<file path="src/sqc_pkg.sv">
`timescale 1ns / 1ps

package sqc_pkg;

    localparam int DEPTH = 16;
    localparam int IDX_W = $clog2(DEPTH);
    localparam int CAP_W = 5;
    localparam int OCC_W = 5;
    localparam int VAL_W = 32;
    localparam int MEM_W = VAL_W + 1;
    // Wide enough for both the capacity register and an index plus one.
    localparam int CMP_W = (IDX_W + 1 > CAP_W) ? IDX_W + 1 : CAP_W;

    typedef enum logic {
        OP_PUSH = 1'b0,
        OP_STEP = 1'b1
    } op_t;

    typedef enum logic [2:0] {
        ST_PUSHED  = 3'd0,
        ST_ROTATED = 3'd1,
        ST_REMOVED = 3'd2,
        ST_FULL    = 3'd3,
        ST_EMPTY   = 3'd4
    } status_t;

    typedef struct packed {
        logic             wr_en;
        logic [IDX_W-1:0] wr_addr;
        logic [MEM_W-1:0] wr_data;
        logic             rd_en;
        logic [IDX_W-1:0] rd_addr;
    } mem_req_t;

    // Capacity clamped to the range 1 .. DEPTH.
    function automatic logic [CMP_W-1:0] cap_in_effect(input logic [CAP_W-1:0] cap);
        logic [CMP_W-1:0] c;
        c = CMP_W'(cap);
        if (c == '0) begin
            c = CMP_W'(1);
        end else if (c > CMP_W'(DEPTH)) begin
            c = CMP_W'(DEPTH);
        end
        return c;
    endfunction

    // Step an index by one, wrapping at the capacity in effect.
    function automatic logic [IDX_W-1:0] advance(input logic [IDX_W-1:0] idx,
                                                 input logic [CMP_W-1:0] cap_eff);
        logic [CMP_W-1:0] nxt;
        nxt = CMP_W'(idx) + CMP_W'(1);
        if (nxt >= cap_eff) begin
            return '0;
        end
        return nxt[IDX_W-1:0];
    endfunction

endpackage

</file>
<file path="src/sqc_ram.sv">
`timescale 1ns / 1ps

module sqc_ram #(
    parameter int DEPTH = 16,
    parameter int WIDTH = 33,
    parameter int AW    = $clog2(DEPTH)
) (
    input  logic             aclk,
    input  logic             wr_en,
    input  logic [AW-1:0]    wr_addr,
    input  logic [WIDTH-1:0] wr_data,
    input  logic             rd_en,
    input  logic [AW-1:0]    rd_addr,
    output logic [WIDTH-1:0] rd_data
);

    logic [WIDTH-1:0] mem_reg [DEPTH];
    logic [WIDTH-1:0] rd_data_reg;

    always_ff @(posedge aclk) begin
        if (wr_en) begin
            mem_reg[wr_addr] <= wr_data;
        end
    end

    always_ff @(posedge aclk) begin
        if (rd_en) begin
            rd_data_reg <= mem_reg[rd_addr];
        end
    end

    assign rd_data = rd_data_reg;

endmodule

</file>
<file path="src/sqc_ctrl.sv">
`timescale 1ns / 1ps

module sqc_ctrl (
    input  logic                            aclk,
    input  logic                            aresetn,
    input  logic                            cfg_wr_en,
    input  logic [sqc_pkg::CAP_W-1:0]       cfg_wr_data,
    input  logic                            s_valid,
    output logic                            s_ready,
    input  logic                            s_opcode,
    input  logic signed [sqc_pkg::VAL_W-1:0] s_value,
    input  logic                            s_chance_flag,
    output logic                            m_valid,
    input  logic                            m_ready,
    output logic [2:0]                      m_status,
    output logic signed [sqc_pkg::VAL_W-1:0] m_item_value,
    output logic [sqc_pkg::OCC_W-1:0]       m_occupancy,
    output sqc_pkg::mem_req_t               mem_req,
    input  logic [sqc_pkg::MEM_W-1:0]       mem_rd_data
);

    typedef enum logic {
        IDLE,
        READ
    } state_t;

    state_t                        state_reg, state_next;
    logic [sqc_pkg::IDX_W-1:0]     head_reg, head_next;
    logic [sqc_pkg::IDX_W-1:0]     tail_reg, tail_next;
    logic [sqc_pkg::OCC_W-1:0]     count_reg, count_next;
    logic [sqc_pkg::CAP_W-1:0]     cap_reg;
    logic                          m_valid_reg, m_valid_next;
    sqc_pkg::status_t              status_reg, status_next;
    logic signed [sqc_pkg::VAL_W-1:0] item_reg, item_next;
    logic [sqc_pkg::OCC_W-1:0]     occ_reg, occ_next;

    logic [sqc_pkg::CMP_W-1:0]     cap_eff;
    logic                          in_xfer;
    logic                          out_free;
    logic [sqc_pkg::IDX_W-1:0]     push_idx;
    logic                          rd_flag;
    logic signed [sqc_pkg::VAL_W-1:0] rd_value;

    assign cap_eff  = sqc_pkg::cap_in_effect(cap_reg);
    assign out_free = !m_valid_reg || m_ready;
    // The memory is read only for a step taken while idle, a cycle with no write,
    // and the rotation write lands in the READ state that follows, so a read never meets a write in flight.
    assign s_ready  = (state_reg == IDLE) && out_free;
    assign in_xfer  = s_valid && s_ready;
    assign push_idx = (count_reg == '0) ? '0 : tail_reg;
    assign rd_flag  = mem_rd_data[sqc_pkg::VAL_W];
    assign rd_value = $signed(mem_rd_data[sqc_pkg::VAL_W-1:0]);

    always_comb begin
        state_next   = state_reg;
        head_next    = head_reg;
        tail_next    = tail_reg;
        count_next   = count_reg;
        m_valid_next = m_valid_reg && !m_ready;
        status_next  = status_reg;
        item_next    = item_reg;
        occ_next     = occ_reg;
        mem_req      = '0;

        case (state_reg)
            IDLE: begin
                if (in_xfer) begin
                    if (sqc_pkg::op_t'(s_opcode) == sqc_pkg::OP_PUSH) begin
                        m_valid_next = 1'b1;
                        item_next    = '0;
                        if (sqc_pkg::CMP_W'(count_reg) >= cap_eff) begin
                            status_next = sqc_pkg::ST_FULL;
                            occ_next    = count_reg;
                        end else begin
                            mem_req.wr_en   = 1'b1;
                            mem_req.wr_addr = push_idx;
                            mem_req.wr_data = {s_chance_flag, s_value};
                            if (count_reg == '0) begin
                                head_next = '0;
                            end
                            tail_next   = sqc_pkg::advance(push_idx, cap_eff);
                            count_next  = count_reg + sqc_pkg::OCC_W'(1);
                            status_next = sqc_pkg::ST_PUSHED;
                            occ_next    = count_reg + sqc_pkg::OCC_W'(1);
                        end
                    end else if (count_reg == '0) begin
                        m_valid_next = 1'b1;
                        item_next    = '0;
                        status_next  = sqc_pkg::ST_EMPTY;
                        occ_next     = count_reg;
                    end else begin
                        mem_req.rd_en   = 1'b1;
                        mem_req.rd_addr = head_reg;
                        state_next      = READ;
                    end
                end
            end
            READ: begin
                head_next    = sqc_pkg::advance(head_reg, cap_eff);
                item_next    = rd_value;
                m_valid_next = 1'b1;
                state_next   = IDLE;
                if (rd_flag) begin
                    // The head gets its second chance: back in at the tail, flag cleared.
                    mem_req.wr_en   = 1'b1;
                    mem_req.wr_addr = tail_reg;
                    mem_req.wr_data = {1'b0, rd_value};
                    tail_next       = sqc_pkg::advance(tail_reg, cap_eff);
                    status_next     = sqc_pkg::ST_ROTATED;
                    occ_next        = count_reg;
                end else begin
                    count_next  = count_reg - sqc_pkg::OCC_W'(1);
                    status_next = sqc_pkg::ST_REMOVED;
                    occ_next    = count_reg - sqc_pkg::OCC_W'(1);
                end
            end
            default: begin
                state_next = IDLE;
            end
        endcase
    end

    always_ff @(posedge aclk) begin
        if (!aresetn) begin
            state_reg   <= IDLE;
            head_reg    <= '0;
            tail_reg    <= '0;
            count_reg   <= '0;
            cap_reg     <= sqc_pkg::CAP_W'(16);
            m_valid_reg <= 1'b0;
        end else begin
            state_reg   <= state_next;
            head_reg    <= head_next;
            tail_reg    <= tail_next;
            count_reg   <= count_next;
            m_valid_reg <= m_valid_next;
            if (cfg_wr_en) begin
                cap_reg <= cfg_wr_data;
            end
        end
        status_reg <= status_next;
        item_reg   <= item_next;
        occ_reg    <= occ_next;
    end

    assign m_valid      = m_valid_reg;
    assign m_status     = status_reg;
    assign m_item_value = item_reg;
    assign m_occupancy  = occ_reg;

endmodule

</file>
<file path="src/second_chance_fifo_queue.sv">
`timescale 1ns / 1ps
// A push or a rejected operation shows its result in the cycle after its transfer; a step
// that reaches the head first reads the head slot and shows its result after the READ state.
// One push or rejection per cycle while the result is not stalled; a step holds s_ready low
// in the READ state while the registered read of the slot memory brings the head entry in.
// Reset: head, tail and count go to zero and capacity to 16; the slot memory is not cleared.

module second_chance_fifo_queue (
    input  logic                             aclk,
    input  logic                             aresetn,
    input  logic                             cfg_wr_en,
    input  logic [sqc_pkg::CAP_W-1:0]        cfg_wr_data,
    input  logic                             s_valid,
    output logic                             s_ready,
    input  logic                             s_opcode,
    input  logic signed [sqc_pkg::VAL_W-1:0] s_value,
    input  logic                             s_chance_flag,
    output logic                             m_valid,
    input  logic                             m_ready,
    output logic [2:0]                       m_status,
    output logic signed [sqc_pkg::VAL_W-1:0] m_item_value,
    output logic [sqc_pkg::OCC_W-1:0]        m_occupancy
);

    sqc_pkg::mem_req_t           mem_req;
    logic [sqc_pkg::MEM_W-1:0]   mem_rd_data;

    sqc_ctrl u_ctrl (
        .aclk          (aclk),
        .aresetn       (aresetn),
        .cfg_wr_en     (cfg_wr_en),
        .cfg_wr_data   (cfg_wr_data),
        .s_valid       (s_valid),
        .s_ready       (s_ready),
        .s_opcode      (s_opcode),
        .s_value       (s_value),
        .s_chance_flag (s_chance_flag),
        .m_valid       (m_valid),
        .m_ready       (m_ready),
        .m_status      (m_status),
        .m_item_value  (m_item_value),
        .m_occupancy   (m_occupancy),
        .mem_req       (mem_req),
        .mem_rd_data   (mem_rd_data)
    );

    sqc_ram #(
        .DEPTH (sqc_pkg::DEPTH),
        .WIDTH (sqc_pkg::MEM_W),
        .AW    (sqc_pkg::IDX_W)
    ) u_ram (
        .aclk    (aclk),
        .wr_en   (mem_req.wr_en),
        .wr_addr (mem_req.wr_addr),
        .wr_data (mem_req.wr_data),
        .rd_en   (mem_req.rd_en),
        .rd_addr (mem_req.rd_addr),
        .rd_data (mem_rd_data)
    );

endmodule

</file>
<file path="config.mk">
export PLATFORM = sky130hd
export DESIGN_NAME = second_chance_fifo_queue
export DESIGN_NICKNAME = d
export VERILOG_FILES = /design/src/sqc_pkg.sv /design/src/sqc_ram.sv /design/src/sqc_ctrl.sv /design/src/second_chance_fifo_queue.sv
export SDC_FILE = /design/constraint.sdc
export NUM_CORES = 1
export LEC_CHECK = 0
export ABC_CLOCK_PERIOD_IN_PS = 13300
export BUFFER_PORTS_ARGS = -buffer_cell sky130_fd_sc_hd__buf_2
export CORE_MARGIN = 3
export CORE_UTILIZATION = 50
export CTS_CLUSTER_SIZE = 14
export DETAILED_ROUTE_END_ITERATION = 10
export GPL_TIMING_DRIVEN = 0
export MAX_ROUTING_LAYER = met4
export PLACE_DENSITY = 0.68
export SKIP_CTS_REPAIR_TIMING = 1
export SYNTH_ARGS = -nofsm -noshare
export SYNTH_HDL_FRONTEND = slang
export SYNTH_HIERARCHICAL = 1
export SYNTH_SLANG_ARGS = --single-unit
</file>
<file path="constraint.sdc">
create_clock -name aclk -period 13.3 [get_ports aclk]
set_input_delay 2.66 -clock aclk [delete_from_list [all_inputs] [get_ports aclk]]
set_output_delay 2.66 -clock aclk [all_outputs]
set_load 0.02 [all_outputs]
</file>
==> results.cfg <==
[floorplanning]
ioPinCount = 86
die_x_um = 227
row_count = 80
die-area_mm2 = 0.0517
coreArea_mm2 = 0.0480
die_h_um = 227
start_util = 0.510

[synthesis]
ys_ff_latch = 621
seq_area_frac_synth = 0.753
ys.flop_type = edfxtp_1
async_reset_ff_frac = 0
yosysWarnings = 6
synth_nets = 1267
netlist_area_mm2 = 0.0245
yosys-top-cells-area = edfxtp_1, mux4_2, a22oi_1, mux4_1, dfxtp_1
synth_fa_ha_area_frac = 0.0133
yosys.area_share.simple = 0.0376
synth_top_area_frac = 0.737
synth_top_family_by_area = multiplexers
synth_compound_area_frac = 0.0474
synth_area_per_cell_um2 = 20.5
synth-xor-area-share = 0.00286
synth_cells = 1197
synth_mux_area_frac = 0.127
synth_edf_count = 601
yosys.area.top_type = edfxtp_1
ys_types = 59

[global_routing]
grt_max_degree = 41
grt_pass1_wl_mm = 79.8
grt_pass1_vias = 12400
grt.total_usage = 0.219
antenna_found_initial = 0
grt_overflow = 0

[timing]
hold_violations = 0
rsz0062_at_grt = no
setup_viol = 0
setup-tns-final_ns = 0
period_share = 0.466
max_clock_freq_mhz = 161
slew_viol_final = 0
relSlewSlack = 0.285
tightest_slew_ns = 1.07
setup_slack_ns = 7.10
fin_crit_ns = 6.20
finalClockSkew_ns = 0.0285

[final_layout]
final_common_cell = edfxtp_1
n_antenna_cell = 0
drive_gt1_frac = 0.260
seqCellArea_mm2 = 0.0184
largest_register_ffs = 528
multi_input_area_mm2 = 0.00572
fin_nets = 1442
mostFrequentLayoutCells = edfxtp_1, mux4_2, buf_2
fill_cells = 3444
area_growth_pct = 14.9

[clock_network]
cts_sinks = 621
cts_tree = yes
clock_latency_ns = 0.63
clk_pin_slew_ns = 0.06
ctsRootBufferMaster = clkbuf_16
cts_buffers = 60
cts-htree-levels = 2
clock_path_buffers = 3

[routing]
routed_via_density = 6.04
num_vias = 12300
drt_iter0_markers = 1226
antenna_left = 0
drt_wl_total_mm = 53.7
first_pass_iters = 7
wl_per_cell_um = 26.4
drt_drc_violations_left = 0

[hold_path]
hold_class = reg2reg

[status]
status = completed

[critical_path]
path_class = in2out
critPathMaxFanout = 6
cp.required_ns = 10.64
critPathLaunchType = primary input
crit_arrival_ns = 3.54
end_kind = output pin

[power]
intPower_mw = 3.16
peakVddDrop_mv = 0.0977
sw_frac_of_total = 0.203
comb_power_share = 0.040
p_sw_mw = 0.808
power_density_mw_per_mm2 = 141
leakage_nw = 9.42
seq_power_share = 0.552
clkPwrFrac = 0.408

[place]
port_buffers = 84
place.gp.congestion = 0.826
place_ws_ns = 6.65
dp_hpwl_mm = 33.5

[flow_run]
maxCapViolations = 0
==> layer usage <==
layer | wire length, um | share of wire | global-route usage | up-vias
met5 | 0 | 0 | - | -
met4 | 1440 | 0.027 | 0.0698 | 0
met3 | 4010 | 0.075 | 0.0366 | 95
met2 | 25900 | 0.48 | 0.341 | 445
met1 | 22400 | 0.42 | 0.303 | 6400
li1 | - | - | - | 5341
==> cell usage after synthesis, drive strengths merged (2+ instances only) <==
library cell	n
clkbuf	31
a31oi	4
nand3b	3
a21oi	14
mux2i	6
xor2	2
a2bb2oi	2
o21ai	7
a31o	2
ha	26
a22oi	68
a22o	34
and2	46
dfxtp	20
a211oi	3
o31ai	2
nor3b	3
and4	2
mux4	132
nor2b	4
nor3	11
o32ai	2
o21a	4
o211ai	5
inv	9
a21o	3
and3	5
nand3	4
buf	33
edfxtp	601
nor2	25
nand2	52
nand2b	14
xnor2	6
==> power by group through the flow <==
stage	clock network, mW	registers, mW	logic [mW]
floorplan	0	2.25	0.0808
global placement	0	2.23	0.153
detailed placement	0	2.23	0.162
CTS	1.65	2.19	0.163
global route	1.73	2.19	0.177
finish	1.62	2.19	0.161
==> kinds of logic after synthesis <==
| group | count (synthesis) |
|---|---|
| simple gates | 175 |
| fa+ha+maj | 26 |
| buf+inv | 74 |
| xor+xnor | 8 |
| flops | 621 |
| compound gates | 154 |
| mux | 139 |
==> per-stage QoR <==
| stage | area, um^2 | utilization | cells | power (mW) | hold WS (ns) |
|---|---|---|---|---|---|
| CTS | 28100 | 0.586 | 2033 | 4.01 | 0.507 |
| floorplan | 24500 | - | 1197 | 2.33 | 0.461 |
| finish | 28100 | 0.586 | 2033 | 3.97 | 0.499 |
| global placement | 25700 | 0.535 | 1896 | 2.39 | 0.488 |
| detailed placement | 26300 | 0.547 | 1925 | 2.39 | 0.493 |
| global route | 28100 | 0.586 | 2033 | 4.10 | 0.528 |
==> critical path, stage by stage <==
cell	delay (ns)
buf_2	0.07
nand2b_1	0.21
nor2b_1	0.36
buf_2	0.24
==> area by class of cell <==
class	instances	area share
flip-flops and latches	621	0.655
multi-input cells	502	0.203
clock buffers	75	0.0561
repair buffers	113	0.0318
well taps	615	0.0273
plain buffers	64	0.0148
clock inverters	33	0.00987
inverters	10	0.00133
==> path summary, 6_finish.rpt <==
check / from / end / slack (ns) / depth (start not counted)
worst max register to register: u_ctrl/count_reg[0]$_SDFFE_PN0P_ / u_ram/rd_data[10]$_DFFE_PP_ / 8.82 / 13
worst min register to register: u_ctrl/cap_reg[0]$_SDFFE_PN0P_ / u_ctrl/cap_reg[0]$_SDFFE_PN0P_ / 0.50 / 2
worst min-delay path: u_ctrl/cap_reg[0]$_SDFFE_PN0P_ / u_ctrl/cap_reg[0]$_SDFFE_PN0P_ / 0.50 / 2
worst max-delay path: m_ready / s_ready / 7.10 / 4
(Power assumes the default switching activity.)
